==> config.mk <==
export PLATFORM = sky130hd
export DESIGN_NAME = sorted_list_insert
export DESIGN_NICKNAME = d
export VERILOG_FILES = /design/src/slins_pkg.sv /design/src/sorted_list_insert.sv /design/src/slins_ctrl.sv /design/src/slins_dp.sv
export SDC_FILE = /design/constraint.sdc
export NUM_CORES = 2
export LEC_CHECK = 0
export BUFFER_PORTS_ARGS = -buffer_cell sky130_fd_sc_hd__buf_4
export CAP_MARGIN = 15
export CORE_MARGIN = 5
export CORE_UTILIZATION = 52
export DETAILED_ROUTE_END_ITERATION = 8
export HOLD_SLACK_MARGIN = 0.08
export MAX_ROUTING_LAYER = met4
export PLACE_DENSITY = 0.68
export SETUP_SLACK_MARGIN = 0.05
export SLEW_MARGIN = 0
export SYNTH_ARGS = -nofsm -noshare
export SYNTH_HDL_FRONTEND = slang
export SYNTH_SLANG_ARGS = --single-unit
==> constraint.sdc <==
create_clock -name clk_i -period 14 [get_ports clk_i]
set_input_delay 2.8 -clock clk_i [delete_from_list [all_inputs] [get_ports clk_i]]
set_output_delay 2.8 -clock clk_i [all_outputs]
set_load 0.01 [all_outputs]
==> src/slins_pkg.sv <==
// Package with the shared types and constants of the sorted list insert block.
package slins_pkg;

  localparam int unsigned CapacityDef = 16;

  localparam int unsigned ValueW  = 32;
  localparam int unsigned PosW    = 4;
  localparam int unsigned StatusW = 2;
  localparam int unsigned CountW  = 5;

  localparam int unsigned InDataW  = 40;
  localparam int unsigned OutDataW = 40;

  typedef enum logic {
    CMD_INSERT = 1'b0,
    CMD_READ   = 1'b1
  } cmd_e;

  typedef enum logic [StatusW-1:0] {
    ST_OK    = 2'd0,
    ST_FULL  = 2'd1,
    ST_INDEX = 2'd2
  } status_e;

  typedef enum logic {
    S_IDLE = 1'b0,
    S_EXEC = 1'b1
  } state_e;

  typedef struct packed {
    logic load_in;
    logic exec;
    logic write_cells;
  } ctrl_cmd_t;

  typedef struct packed {
    logic is_insert;
    logic full;
  } dp_status_t;

endpackage

==> src/sorted_list_insert.sv <==
// Top level of the sorted list insert block.
// Keeps up to CAPACITY signed 32-bit values in ascending order in a row of
// compare-and-shift cells; an insert places the new value ahead of every
// stored value that is greater than or equal to it, and a read returns the
// entry at a position. A command word is captured in S_IDLE; in S_EXEC, once
// the result register is empty or being read, every cell compares against the
// new value in parallel, the row shifts, and the result register is loaded.
// No word is taken in S_EXEC. A finished result waits in that register while
// the next word is already captured. Every result word carries the entry count
// after the command, and only positions up to fifteen are reachable by a read.
module sorted_list_insert
  import slins_pkg::*;
#(
  parameter int unsigned CAPACITY = CapacityDef
) (
  input  logic                clk_i,
  input  logic                rst_ni,
  input  logic                s_axis_tvalid_i,
  output logic                s_axis_tready_o,
  input  logic [InDataW-1:0]  s_axis_tdata_i,   // value[31:0], position[35:32], zero fill
  input  logic                s_axis_tuser_i,   // cmd
  output logic                m_axis_tvalid_o,
  input  logic                m_axis_tready_i,
  output logic [OutDataW-1:0] m_axis_tdata_o    // status[1:0], read_value[33:2],
                                                // count[38:34], zero fill
);

  ctrl_cmd_t                ctrl_cmd;
  dp_status_t               dp_status;
  logic        [StatusW-1:0] out_status;
  logic signed [ValueW-1:0]  out_value;
  logic        [CountW-1:0]  out_count;

  slins_ctrl u_ctrl (
    .clk_i       (clk_i),
    .rst_ni      (rst_ni),
    .in_valid_i  (s_axis_tvalid_i),
    .in_ready_o  (s_axis_tready_o),
    .out_valid_o (m_axis_tvalid_o),
    .out_ready_i (m_axis_tready_i),
    .dp_status_i (dp_status),
    .ctrl_cmd_o  (ctrl_cmd)
  );

  slins_dp #(
    .CAPACITY (CAPACITY)
  ) u_dp (
    .clk_i        (clk_i),
    .rst_ni       (rst_ni),
    .in_cmd_i     (s_axis_tuser_i),
    .in_value_i   (s_axis_tdata_i[ValueW-1:0]),
    .in_pos_i     (s_axis_tdata_i[ValueW+PosW-1:ValueW]),
    .ctrl_cmd_i   (ctrl_cmd),
    .dp_status_o  (dp_status),
    .out_status_o (out_status),
    .out_value_o  (out_value),
    .out_count_o  (out_count)
  );

  assign m_axis_tdata_o = {{(OutDataW - StatusW - ValueW - CountW){1'b0}},
                           out_count, out_value, out_status};

endmodule

==> src/slins_ctrl.sv <==
// Controller state machine of the sorted list insert block.
module slins_ctrl
  import slins_pkg::*;
(
  input  logic       clk_i,
  input  logic       rst_ni,
  input  logic       in_valid_i,
  output logic       in_ready_o,
  output logic       out_valid_o,
  input  logic       out_ready_i,
  input  dp_status_t dp_status_i,
  output ctrl_cmd_t  ctrl_cmd_o
);

  state_e state_q, state_d;
  logic   out_valid_q, out_valid_d;

  always_ff @(posedge clk_i or negedge rst_ni) begin
    if (!rst_ni) begin
      state_q     <= S_IDLE;
      out_valid_q <= 1'b0;
    end else begin
      state_q     <= state_d;
      out_valid_q <= out_valid_d;
    end
  end

  always_comb begin
    state_d     = state_q;
    out_valid_d = out_valid_q & ~out_ready_i;
    in_ready_o  = 1'b0;
    ctrl_cmd_o  = '0;
    case (state_q)
      S_IDLE: begin
        in_ready_o         = 1'b1;
        ctrl_cmd_o.load_in = in_valid_i;
        if (in_valid_i) begin
          state_d = S_EXEC;
        end
      end
      S_EXEC: begin
        if (!out_valid_q || out_ready_i) begin
          ctrl_cmd_o.exec        = 1'b1;
          ctrl_cmd_o.write_cells = dp_status_i.is_insert & ~dp_status_i.full;
          out_valid_d            = 1'b1;
          state_d                = S_IDLE;
        end
      end
      default: begin
        state_d = S_IDLE;
      end
    endcase
  end

  assign out_valid_o = out_valid_q;

endmodule

==> src/slins_dp.sv <==
// Datapath of the sorted list insert block: command register, cell array and result register.
module slins_dp
  import slins_pkg::*;
#(
  parameter int unsigned CAPACITY = CapacityDef
) (
  input  logic                      clk_i,
  input  logic                      rst_ni,
  input  logic                      in_cmd_i,
  input  logic signed [ValueW-1:0]  in_value_i,
  input  logic        [PosW-1:0]    in_pos_i,
  input  ctrl_cmd_t                 ctrl_cmd_i,
  output dp_status_t                dp_status_o,
  output logic        [StatusW-1:0] out_status_o,
  output logic signed [ValueW-1:0]  out_value_o,
  output logic        [CountW-1:0]  out_count_o
);

  localparam int unsigned CntW = $clog2(CAPACITY + 1);
  localparam int unsigned CmpW = CntW + PosW;
  localparam int unsigned RdN  = (CAPACITY < 16) ? CAPACITY : 16;

  logic                     cmd_q;
  logic signed [ValueW-1:0] value_q;
  logic        [PosW-1:0]   pos_q;

  logic signed [ValueW-1:0] cell_q [CAPACITY];
  logic        [CntW-1:0]   count_q, count_d;
  logic        [CAPACITY-1:0] ge;

  logic        [StatusW-1:0] status_d, out_status_q;
  logic signed [ValueW-1:0]  rd_mux, rd_d, out_value_q;
  logic        [CountW-1:0]  out_count_q;
  logic        [CntW+CountW-1:0] count_ext;
  logic                      full;
  logic                      pos_bad;

  always_ff @(posedge clk_i) begin
    if (ctrl_cmd_i.load_in) begin
      cmd_q   <= in_cmd_i;
      value_q <= in_value_i;
      pos_q   <= in_pos_i;
    end
  end

  assign full    = (count_q == CntW'(CAPACITY));
  assign pos_bad = (CmpW'(pos_q) >= CmpW'(count_q));

  assign dp_status_o.is_insert = (cmd_q == CMD_INSERT);
  assign dp_status_o.full      = full;

  always_comb begin
    for (int k = 0; k < CAPACITY; k++) begin
      ge[k] = (CntW'(k) < count_q) && (cell_q[k] >= value_q);
    end
  end

  for (genvar k = 0; k < CAPACITY; k++) begin : g_cell
    if (k == 0) begin : g_head
      always_ff @(posedge clk_i) begin
        if (ctrl_cmd_i.write_cells && (ge[0] || count_q == '0)) begin
          cell_q[0] <= value_q;
        end
      end
    end else begin : g_body
      always_ff @(posedge clk_i) begin
        if (ctrl_cmd_i.write_cells) begin
          if (ge[k-1]) begin
            cell_q[k] <= cell_q[k-1];
          end else if (ge[k] || count_q == CntW'(k)) begin
            cell_q[k] <= value_q;
          end
        end
      end
    end
  end

  always_comb begin
    rd_mux = '0;
    for (int k = 0; k < RdN; k++) begin
      if (pos_q == PosW'(k)) begin
        rd_mux = cell_q[k];
      end
    end
  end

  always_comb begin
    count_d  = count_q;
    status_d = ST_OK;
    rd_d     = '0;
    if (cmd_q == CMD_INSERT) begin
      if (full) begin
        status_d = ST_FULL;
      end else begin
        count_d = count_q + 1'b1;
      end
    end else begin
      if (pos_bad) begin
        status_d = ST_INDEX;
      end else begin
        rd_d = rd_mux;
      end
    end
  end

  assign count_ext = (CntW + CountW)'(count_d);

  always_ff @(posedge clk_i or negedge rst_ni) begin
    if (!rst_ni) begin
      count_q <= '0;
    end else if (ctrl_cmd_i.exec) begin
      count_q <= count_d;
    end
  end

  always_ff @(posedge clk_i) begin
    if (ctrl_cmd_i.exec) begin
      out_status_q <= status_d;
      out_value_q  <= rd_d;
      out_count_q  <= count_ext[CountW-1:0];
    end
  end

  assign out_status_o = out_status_q;
  assign out_value_o  = out_value_q;
  assign out_count_o  = out_count_q;

endmodule

==> run metrics <==
Remaining Overflow, GRT 0; met2 wire length approximately 58000 um; largest net degree at the start of global routing 88; Die X 287 um; top-count cell post-synth edfxtp_1; top routing layer used met4; Die Area between 80000 and 90000 sq um; maximum clock rate 170 MHz; initial core utilization between 50% and 60%; Hold Fails Final Rpt 0; metal3 WL about 11000 um; Fillers approximately 6.1k; vias per std cell roughly 6.7; port bufs 81; Yosys top cell by area edfxtp_1; Final Instance Count excl. Fillers between 4k and 5k; initial DRC count slightly above 3k; CTS buffer count between 70 and 80; WP data required 14.30 ns; CTS HTree Levels 3; kind of critical path reg -> reg; row cnt approximately 100; # clock sinks slightly below 600; Post-Syn Instances ~3.3k; Yosys warnings 0; Core Area 75900 sq um; ys async rst share under 10%; R2R Setup Slk around 8.1 ns; Post-synth EDFFs 588; GPL Wtd Cong roughly 0.99; CP arrival a little over 6 ns; DR vias 30.1k; Post-Route Skew roughly 0.027 ns; max capacitance violation total 0; Synth top area share between 40% and 50%; Routed Antenna Nets 0; Die Y between 200 and 300 um; wl on met1 about 54000 um; Avg WL per Cell 28.9 um; P&R area growth vs syn 11.2%; P per Cell Area about 180 nW/um^2; clock latency on the worst-skew pair slightly above 0.6 ns; max_slew headroom 24.2%; CP endpoint kind flop; endpoints failing setup 0; first-pass GRT wire length 190000 um; synth cell count leaders edfxtp_1 (588), ha_1 (519), mux2_2 (501); CP Cell Sequence inv_1 -> buf_4 -> ha_1 -> nand4_1 -> nor4_1 -> o21ai_0 -> o311ai_0 -> o221ai_1 -> a2111oi_0 -> a2bb2oi_1 -> nand2b_1 -> and2_1 -> buf_4; Synth Flop Type edfxtp_1; TritonCTS clock tree yes; fin crit period 5.89 ns; fin. max-slew vios 0; Tot GR Track Use between 30% and 40%; outcome finished, final reports clean; synth top area cells edfxtp_1 (44%), ha_1 (16%), mux2_2 (14%); Synth Cell Area ~40000 sq um; initial antenna violation count 2; nets 3937; Top cell by count, worst path buf_4; I/O pin count a little under 90; flops & latches, synth a little under 600; Post-DP HPWL about 100000 um; post-CTS setup buffers 0; register area share after synthesis 44.7%; synth unique cells 80; Worst Path Max Fanout 17; Root Driver clkbuf_16; fin crit share about 42%; number of global-route vias before repair about 30k; hold_buf cts 0; RSZ-0062 raised after global routing false; Peak VDD IR 0.000115 V; Avg Cell Area, Syn approximately 12 sq um; PostCTS Resize Cnt 0; maximum root-to-sink buffer count 3; Leak around 17 nW; DRC violations left 0; Placed Cells 4327; type of the most critical hold path reg -> reg; slew of the pin with the lowest slew margin between 1 and 1.5 ns; startpoint types flop; CP max-delay cell edfxtp_1; TNS Setup 0 ns; drt pass-1 iters 9; syn nets 3845; share of layout cells above drive strength 1 24.3%; slowest cell delay on critical path 0.87 ns; Power, Total 7.92 mW; WL final 129000 um; clk slew on worst S/H paths ~0.050 ns
-- layout make-up --
cell class / count / area, sq um / area share (%)
clock inverter: 37 / 357 / 0.804
inverter: 78 / 293 / 0.660
multi-input combinational: 2455 / 21300 / 48.0
sequential: 595 / 17800 / 40.2
timing repair buffer: 171 / 1370 / 3.09
clock buffer: 91 / 1920 / 4.32
tap: 1030 / 1290 / 2.91
antenna: 1 / 2.50 / 0.00564
-- stage by stage --
stage	utilization, %	worst slack (ns)	hold slack (ns)	area [sq um]
5_1_grt	58.4	7.86	0.558	44300
2_1_floorplan	-	7.28	0.506	39900
4_1_cts	58.3	8.11	0.532	44300
6_report	58.4	8.11	0.522	44300
3_3_place_gp	55.3	7.72	0.504	42000
3_5_place_dp	55.3	7.59	0.518	42000
-- cell families (layout without fill, tap and decap cells) --
| kind of cell | count (synthesis) | count (layout) | synth area share, % |
|---|---|---|---|
| other cells | 1 | 2 | 0.00941 |
| simple gates | 589 | 589 | 7.20 |
| compound gates | 776 | 776 | 12.7 |
| mux | 561 | 561 | 16.3 |
| fa+ha+maj | 519 | 519 | 16.3 |
| flops | 595 | 595 | 44.7 |
| buf+inv | 231 | 377 | 2.53 |
| xor+xnor | 9 | 9 | 0.198 |
-- worst max-delay path, delay by kind of cell, from the launching register on --
kind	cells	cell delay [ns]
buffers and inverters	3	1.12
AO/OA/AOI/OAI	5	1.70
adder cells (fa/ha/maj)	1	0.30
flip-flops	1	0.87
AND/OR/NAND/NOR	4	1.56
-- registers in the layout, indices dropped and copies added, names as in the netlist --
name	count
u_ctrl.out_valid_o	1
u_dp.cell_q	512
u_dp.out_count_o	5
u_dp.cmd_q	1
u_dp.value_q	32
u_dp.pos_q	4
u_ctrl.state_q	1
u_dp.out_status_o	2
u_dp.count_q	5
u_dp.out_value_o	32
-- final timing paths --
kind,start,to,cells after the start
worst max-delay path,u_dp.value_q[8],u_dp.cell_q[0][239],13
worst min-delay path,u_ctrl.out_valid_o,u_ctrl.out_valid_o,2
worst max register to register,u_dp.value_q[8],u_dp.cell_q[0][239],13
worst min register to register,u_ctrl.out_valid_o,u_ctrl.out_valid_o,2
max in group asynchronous,rst_ni,u_dp.count_q[0],1
min in group asynchronous,rst_ni,u_ctrl.out_valid_o,1
-- layer usage --
metal  GRT usage, %  vias up
li1               -    13300
met1           41.7    15000
met2           47.6     1477
met3           4.90      289
met4           14.1        0
met5              -        -
-- layout by cell type (no fill, tap or decap), types with 9 or more instances in the layout --
cell type	count
edfxtp_1	588
ha_1	519
mux2_2	501
a21oi_1	192
o21ai_0	170
buf_4	166
nor2_1	144
nand2_1	141
nand4_1	80
nand3_1	76
inv_1	74
clkbuf_16	74
a22oi_1	67
a21o_1	58
nor3_1	48
a221oi_1	32
a211oi_1	30
o22ai_1	28
nand2b_1	26
a31oi_1	26
o221ai_1	26
mux2i_1	24
a222oi_1	19
o211ai_1	18
mux4_2	18
clkbuf_1	17
clkinv_1	15
nor2b_1	15
mux2_1	14
and4_1	10
a221o_1	10
a2111oi_0	10
clkinv_2	10
o31ai_1	9
o21a_1	9
-- report_power, final --
| part | switching [mW] | internal (mW) | total [mW] | leakage, nW |
|---|---|---|---|---|
| Clock | 0.769 | 1.08 | 1.85 | 1.10 |
| Combinational | 1.83 | 1.23 | 3.06 | 10.2 |
| Sequential | 0.405 | 2.61 | 3.01 | 5.49 |
| Total | 3.00 | 4.92 | 7.92 | 16.8 |
(Power assumes the default switching activity.)
